## src/design/tcw_pkg.sv

```systemverilog
// ----------------------------------------------------------------------------
// tcw_pkg
// Types, codes and character constants for the text console cell writer.
// ----------------------------------------------------------------------------
package tcw_pkg;

    localparam int ROWS_DEF   = 25;
    localparam int COLS_DEF   = 80;
    localparam int QDEPTH     = 2;
    localparam int CFG_IDX_W  = 2;
    localparam int CFG_DATA_W = 8;
    localparam int CELL_W     = 16;

    localparam logic [1:0] OP_PUT   = 2'd0;
    localparam logic [1:0] OP_READ  = 2'd1;
    localparam logic [1:0] OP_CLEAR = 2'd2;
    localparam logic [1:0] OP_HEX   = 2'd3;

    localparam logic [CFG_IDX_W-1:0] CFG_FG = CFG_IDX_W'(0);
    localparam logic [CFG_IDX_W-1:0] CFG_BG = CFG_IDX_W'(1);

    localparam logic [3:0] FG_RESET = 4'hF;
    localparam logic [3:0] BG_RESET = 4'h0;

    localparam logic [7:0] CH_ZERO  = 8'h30;
    localparam logic [7:0] CH_X     = 8'h78;
    localparam logic [7:0] CH_BLANK = 8'h00;

    localparam logic [3:0] HEX_LAST = 4'd9;

    typedef struct packed {
        logic [1:0]  op;
        logic [7:0]  ch;
        logic [31:0] hex_word;
        logic [10:0] cell_addr;
    } t_in;

    typedef struct packed {
        logic [10:0] cursor;
        logic [15:0] cell_data;
        logic        scrolled;
    } t_out;

    typedef struct packed {
        logic [1:0]  op;
        logic        in_range;
        logic [7:0]  ch;
        logic [31:0] hex_word;
        logic [10:0] cell_addr;
    } t_cmd;

    typedef struct packed {
        logic init_busy;
    } t_back_stat;

    function automatic logic [7:0] hex_char(input logic [3:0] nib);
        logic [7:0] c;
        case (nib)
            4'h0: c = 8'h30;
            4'h1: c = 8'h31;
            4'h2: c = 8'h32;
            4'h3: c = 8'h33;
            4'h4: c = 8'h34;
            4'h5: c = 8'h35;
            4'h6: c = 8'h36;
            4'h7: c = 8'h37;
            4'h8: c = 8'h38;
            4'h9: c = 8'h39;
            4'hA: c = 8'h61;
            4'hB: c = 8'h62;
            4'hC: c = 8'h63;
            4'hD: c = 8'h64;
            4'hE: c = 8'h65;
            default: c = 8'h66;
        endcase
        return c;
    endfunction

endpackage

```

## src/design/tcw_front.sv

```systemverilog
// ----------------------------------------------------------------------------
// tcw_front
// Intake: classify each item and hold it in a short command queue.
// ----------------------------------------------------------------------------
module tcw_front #(
    parameter int ROWS = tcw_pkg::ROWS_DEF,
    parameter int COLS = tcw_pkg::COLS_DEF
) (
    input  logic                i_clk,
    input  logic                i_rst_n,
    input  logic                i_push,
    output logic                o_full,
    input  tcw_pkg::t_in        i_item,
    input  tcw_pkg::t_back_stat i_stat,
    output logic                o_cmd_valid,
    output tcw_pkg::t_cmd       o_cmd,
    input  logic                i_cmd_take
);

    localparam int NCELLS = ROWS * COLS;
    localparam int QD     = tcw_pkg::QDEPTH;
    localparam int QAW    = (QD > 1) ? $clog2(QD) : 1;
    localparam int QCW    = $clog2(QD + 1);

    tcw_pkg::t_cmd  r_q [QD];
    logic [QAW-1:0] r_wr_ptr, n_wr_ptr;
    logic [QAW-1:0] r_rd_ptr, n_rd_ptr;
    logic [QCW-1:0] r_cnt, n_cnt;
    tcw_pkg::t_cmd  cmd_in;
    logic           do_push;
    logic           do_pop;

    // Tag reads that fall outside the store so the back end returns zero.
    always_comb begin
        cmd_in.op        = i_item.op;
        cmd_in.in_range  = (32'(i_item.cell_addr) < NCELLS);
        cmd_in.ch        = i_item.ch;
        cmd_in.hex_word  = i_item.hex_word;
        cmd_in.cell_addr = i_item.cell_addr;
    end

    assign o_full      = (r_cnt == QCW'(QD)) || i_stat.init_busy;
    assign do_push     = i_push && !o_full;
    assign o_cmd_valid = (r_cnt != '0);
    assign do_pop      = i_cmd_take && o_cmd_valid;
    assign o_cmd       = r_q[r_rd_ptr];

    always_comb begin
        n_wr_ptr = r_wr_ptr;
        n_rd_ptr = r_rd_ptr;
        n_cnt    = r_cnt;
        if (do_push) begin
            n_wr_ptr = (r_wr_ptr == QAW'(QD - 1)) ? '0 : r_wr_ptr + QAW'(1);
        end
        if (do_pop) begin
            n_rd_ptr = (r_rd_ptr == QAW'(QD - 1)) ? '0 : r_rd_ptr + QAW'(1);
        end
        if (do_push && !do_pop) begin
            n_cnt = r_cnt + QCW'(1);
        end else if (do_pop && !do_push) begin
            n_cnt = r_cnt - QCW'(1);
        end
    end

    always_ff @(posedge i_clk) begin
        if (!i_rst_n) begin
            r_wr_ptr <= '0;
            r_rd_ptr <= '0;
            r_cnt    <= '0;
        end else begin
            r_wr_ptr <= n_wr_ptr;
            r_rd_ptr <= n_rd_ptr;
            r_cnt    <= n_cnt;
        end
    end

    always_ff @(posedge i_clk) begin
        if (do_push) begin
            r_q[r_wr_ptr] <= cmd_in;
        end
    end

endmodule

```

## config.mk

```make
export PLATFORM = sky130hd
export DESIGN_NAME = tcw_front
export DESIGN_NICKNAME = d
export VERILOG_FILES = /design/src/design/tcw_pkg.sv /design/src/design/tcw_front.sv
export SDC_FILE = /design/constraint.sdc
export NUM_CORES = 1
export LEC_CHECK = 0
export BUFFER_PORTS_ARGS = -buffer_cell sky130_fd_sc_hd__buf_4
export CAP_MARGIN = 20
export CORE_MARGIN = 2
export CORE_UTILIZATION = 45
export CTS_CLUSTER_DIAMETER = 30
export CTS_CLUSTER_SIZE = 16
export DETAILED_ROUTE_END_ITERATION = 8
export GPL_TIMING_DRIVEN = 1
export PLACE_DENSITY = 0.77
export SLEW_MARGIN = 10
export SYNTH_ARGS = -nofsm -noshare
export SYNTH_HDL_FRONTEND = slang
export SYNTH_SLANG_ARGS = --single-unit
```

## constraint.sdc

```tcl
create_clock -name i_clk -period 10.9 [get_ports i_clk]
set_input_delay 0.545 -clock i_clk [delete_from_list [all_inputs] [get_ports i_clk]]
set_output_delay 0.545 -clock i_clk [all_outputs]
set_load 0.02 [all_outputs]
```

; ---- After elaboration in Yosys (flattened, before gate mapping)
; Memories as Yosys holds them, arrays and structs flattened. A register that Yosys moved wholly into a read port is not among the register bits.
; Cells that the tools add are included.
[totals]
reg_bits = 4
mem_bits_rw = 108
in_bits = 58
memories = 1
[memory_table]
columns = memory, depth, width, rd, rd_ports_with_merged_regs, wr, line
row1 = r_q, 2, 54, 1, 1, 1, tcw_front.sv:25  ; tcw_pkg::t_cmd r_q [QD];
[op_classes]
add_sub_neg = 4
order_cmp = 1
eq_ne = 1
muxes = 8
n_reduce_logical = 10
[ops]
columns = operator, n
row1 = "11-bit less-than comparator, second input constant", 1
row2 = 1-bit two-way mux, 6
row3 = 1-bit logical AND, 4
row4 = 2-bit two-way mux, 2
row5 = 2-bit nonzero test, 2
row6 = 1-bit zero test, 3
row7 = "1-bit adder, second input constant", 2
row8 = "2-bit by 1-bit adder with 2-bit output, second input constant", 1
row9 = "2-bit equality test, second input constant", 1
row10 = "2-bit by 1-bit subtractor with 2-bit output, second input constant", 1
row11 = 1-bit logical OR, 1

; ---- Logic depth before layout (Yosys ltp)
[logic_depth]
ltp_word = 8
depth_mapped = 6
ltp_nobuf = 6

; ---- Least setup slack after synthesis
; Ideal clock, no wire load.
[synth_path]
path_kind = input -> register
from = input i_push
to = memory r_q[0][0] (netlist bit), enable pin
setup_time_ns = 0.472
arrival_time_ns = 3.304
setup_slack_ns = 7.124
stages = 3
path_cell_list = nor2b_1 > and2_1 > nor2b_1
[synth_between]
elab_chain_cells = 3
[synth_lines]
columns = element, line
row1 = from (decl), tcw_front.sv:11  ; input logic i_push,
row2 = 1-bit logical AND, tcw_front.sv:43  ; assign do_push = i_push && !o_full;
row3 = named net do_push, tcw_front.sv:30  ; logic do_push;
row4 = 1-bit two-way mux, tcw_front.sv:78  ; if (do_push) begin
row5 = 1-bit two-way mux (not written as such), tcw_front.sv:79  ; r_q[r_wr_ptr] <= cmd_in;
row6 = to (decl), tcw_front.sv:25
; The timed path passes the listed nets, and every way through them passes these cells.

==> reports/metrics.cfg <==
[worst_setup_path]
crit_arrival_ps=2260
crit_required_ps=10360
critPathKind=reg -> out
setup.worst_path.end_class=output pin
cp_max_fo=28
crit_path_start_kind=flop

[layout]
drive_gt1_share_pct=43.62
diodes=0
fillers=653
fin_area_um2=5693
utilization_pct=62.50
layout-area-overhead-vs-synth_pct=36.51
nNetsFinal=384

[sta]
max_freq_mhz=356.6
tns_ps=0
hold_viol=0
drv_slew=0
layout_min_cycle_time_ps=2804
setup_violations=0
hold_ws_ps=241.8
rsz0062_at_grt=no
period_share_pct=25.73
worst_pin_slew_ps=646.6
slew_headroom_pct=56.89
finClkSkew_ps=5.991

[pwr]
switching_share_pct=26.65
pwr-share-comb_pct=22.7
pwr-share-clk_pct=37.7
power.density_nw_per_um2=241.4
power_switching_uw=366.2
power_frac_seq_pct=39.6
ir_drop_mv=0.1437
internal-power_uw=1008
cellLeakagePower_uw=0.002129

[routing]
drtIter0Drc=82
via_per_inst=4.862
num_vias=2178
routedWlPerCell_um=15.74
dr_wl_met3_um=388
drc=0
met1_length_um=3072
wl_met2_um=3553
routed_wl_um=7051
top_layer=met4
postRouteAntennaNets=0
firstDrtPassIters=4

[placed_design]
hpwl_um=4573
placed_area_um2=5129
portBuffers=113
gp_congestion=0.7241

[clock_tree]
clockBufferDepth=2
cts_setup_buffers=0
clkTransAtPathRegs_ps=50
cts_tree=yes
root_buffer=clkbuf_8
ctsResizeCount=0
cts_inserted_buffers=17
clock_latency_ps=480
clock-sinks=113
ctsHoldBuffers=0
cts_max_level=4

[die]
rows=35
ios=114
die_x_um=100.3
die-area_um2=10050
core_um2=9109
die_h_um=100.3
start_util_pct=45.78

[synthesis]
synth_xor_area_share_pct=0.6301
synth_area_leaders=edfxtp_1 78%, mux2_1 15%, dfxtp_1 2.4%
synth_common_cells=108 x edfxtp_1, 54 x mux2_1, 5 x buf_6, 5 x dfxtp_1, 4 x and2_1
dominantRegCellSynth=edfxtp_1
yosysWarnings=0
post-synth-top-count-cell=edfxtp_1
synth_seq_area_share_pct=80.17
synth_top_area_cell=edfxtp_1
synth-seq-cells=113
ys_types=20
synth_compound_area_share_pct=0.7501
ys_async_sr_fraction_pct=0
syn_nets=255
syn_inst=196
synth_top_family_by_area=multiplexers
synth-adder-area-share_pct=0.3000
avgSynthCellArea_um2=21.28
synth_mux_area_share_pct=14.58
netlist_area_um2=4170
synth_simple_gate_area_share_pct=2.100
synth_edf_count=108
synth_top_area_share_pct=77.77

[global_route]
grt_max_degree=39
grt_pass1_wl_um=11010
antenna_found_initial=0
grt_usage_pct=14.70
overflow=0
grt_pass1_vias=2303

[min_path]
holdCritPathClass=in -> reg

[status]
status=finished, final reports clean

[flow_run]
maxCapViolations=0

==> power groups by stage <==
stage | sequential (uW) | combinational [uW] | clock [uW]
CTS | 545 | 317 | 528
global placement | 551 | 313 | 0
finish | 544 | 312 | 518
detailed placement | 553 | 316 | 0
floorplan | 536 | 209 | 0
global route | 549 | 334 | 550
==> metrics by stage <==
stage               instances  setup slack, ps  total power [uW]
finish                    448             8096              1374
global route              448             7912              1433
CTS                       448             8011              1390
detailed placement        417             8370             868.3
global placement          417             8441             863.9
floorplan                 196             7124             744.9
==> logic make-up (layout without fill, tap and decap cells) <==
| logic type | Yosys count | after routing |
|---|---|---|
| simple gates | 14 | 14 |
| mux | 54 | 54 |
| buf+inv | 6 | 147 |
| compound gates | 5 | 5 |
| xor+xnor | 3 | 3 |
| fa+ha+maj | 1 | 1 |
| flops | 113 | 113 |
==> metal layers <==
| layer | vias to the layer above | track usage [%] |
|---|---|---|
| li1 | 1028 | - |
| met1 | 1075 | 18.16 |
| met2 | 70 | 23.75 |
| met3 | 5 | 4.944 |
| met4 | 0 | 6.322 |
| met5 | - | 0 |
==> cell type report <==
class | count | area (um^2) | area share, %
Sequential cell | 113 | 3344 | 58.75
Timing Repair Buffer | 116 | 870.8 | 15.30
Multi-Input combinational cell | 77 | 774.5 | 13.60
Clock buffer | 19 | 421.7 | 7.407
Clock inverter | 12 | 142.6 | 2.505
Tap cell | 111 | 138.9 | 2.440
==> flip-flops by register name, indices dropped and copies added (netlist names), named ones only <==
register / flops
r_cnt: 2
r_wr_ptr: 1
r_rd_ptr: 1
r_q: 108
==> layout by cell type (no fill, tap or decap) <==
cell type | synthesis | layout
buf_4 | 0 | 116
edfxtp_1 | 108 | 108
mux2_1 | 54 | 54
clkbuf_16 | 0 | 16
and2_1 | 4 | 4
clkinvlp_4 | 0 | 4
dfxtp_1 | 5 | 4
bufinv_16 | 0 | 3
clkinv_2 | 0 | 3
nand2b_1 | 2 | 2
o21ai_1 | 2 | 2
xnor2_1 | 2 | 2
clkbuf_1 | 0 | 2
clkinv_1 | 0 | 2
nor2b_1 | 2 | 1
or2_2 | 1 | 1
and3_1 | 2 | 1
o2111ai_1 | 1 | 1
and3_2 | 0 | 1
nor2b_4 | 0 | 1
nand2_1 | 1 | 1
nand4b_1 | 1 | 1
xor2_1 | 1 | 1
o21ai_0 | 1 | 1
or3_1 | 1 | 1
a21boi_1 | 1 | 1
ha_1 | 1 | 1
dfxtp_2 | 0 | 1
clkbuf_8 | 0 | 1
==> final timing paths <==
kind,endpoint,slack (ps),cells after the start,startpoint
setup / recovery,o_cmd[25],8100,3,flop
hold / removal,r_q[1][50]$_DFFE_PP_,240,1,i_item[50]
setup reg to reg,r_q[0][4]$_DFFE_PP_,8660,4,r_cnt[0]$_SDFFE_PN0P_
hold reg to reg,r_wr_ptr$_SDFFE_PN0P_,520,2,r_wr_ptr$_SDFFE_PN0P_
==> worst max-delay path: stages (launching register included) <==
cell and delay (ps):
dfxtp_2 740, buf_4 480, mux2_1 380, buf_4 160
Note: power is estimated with default switching activity, not from simulation.
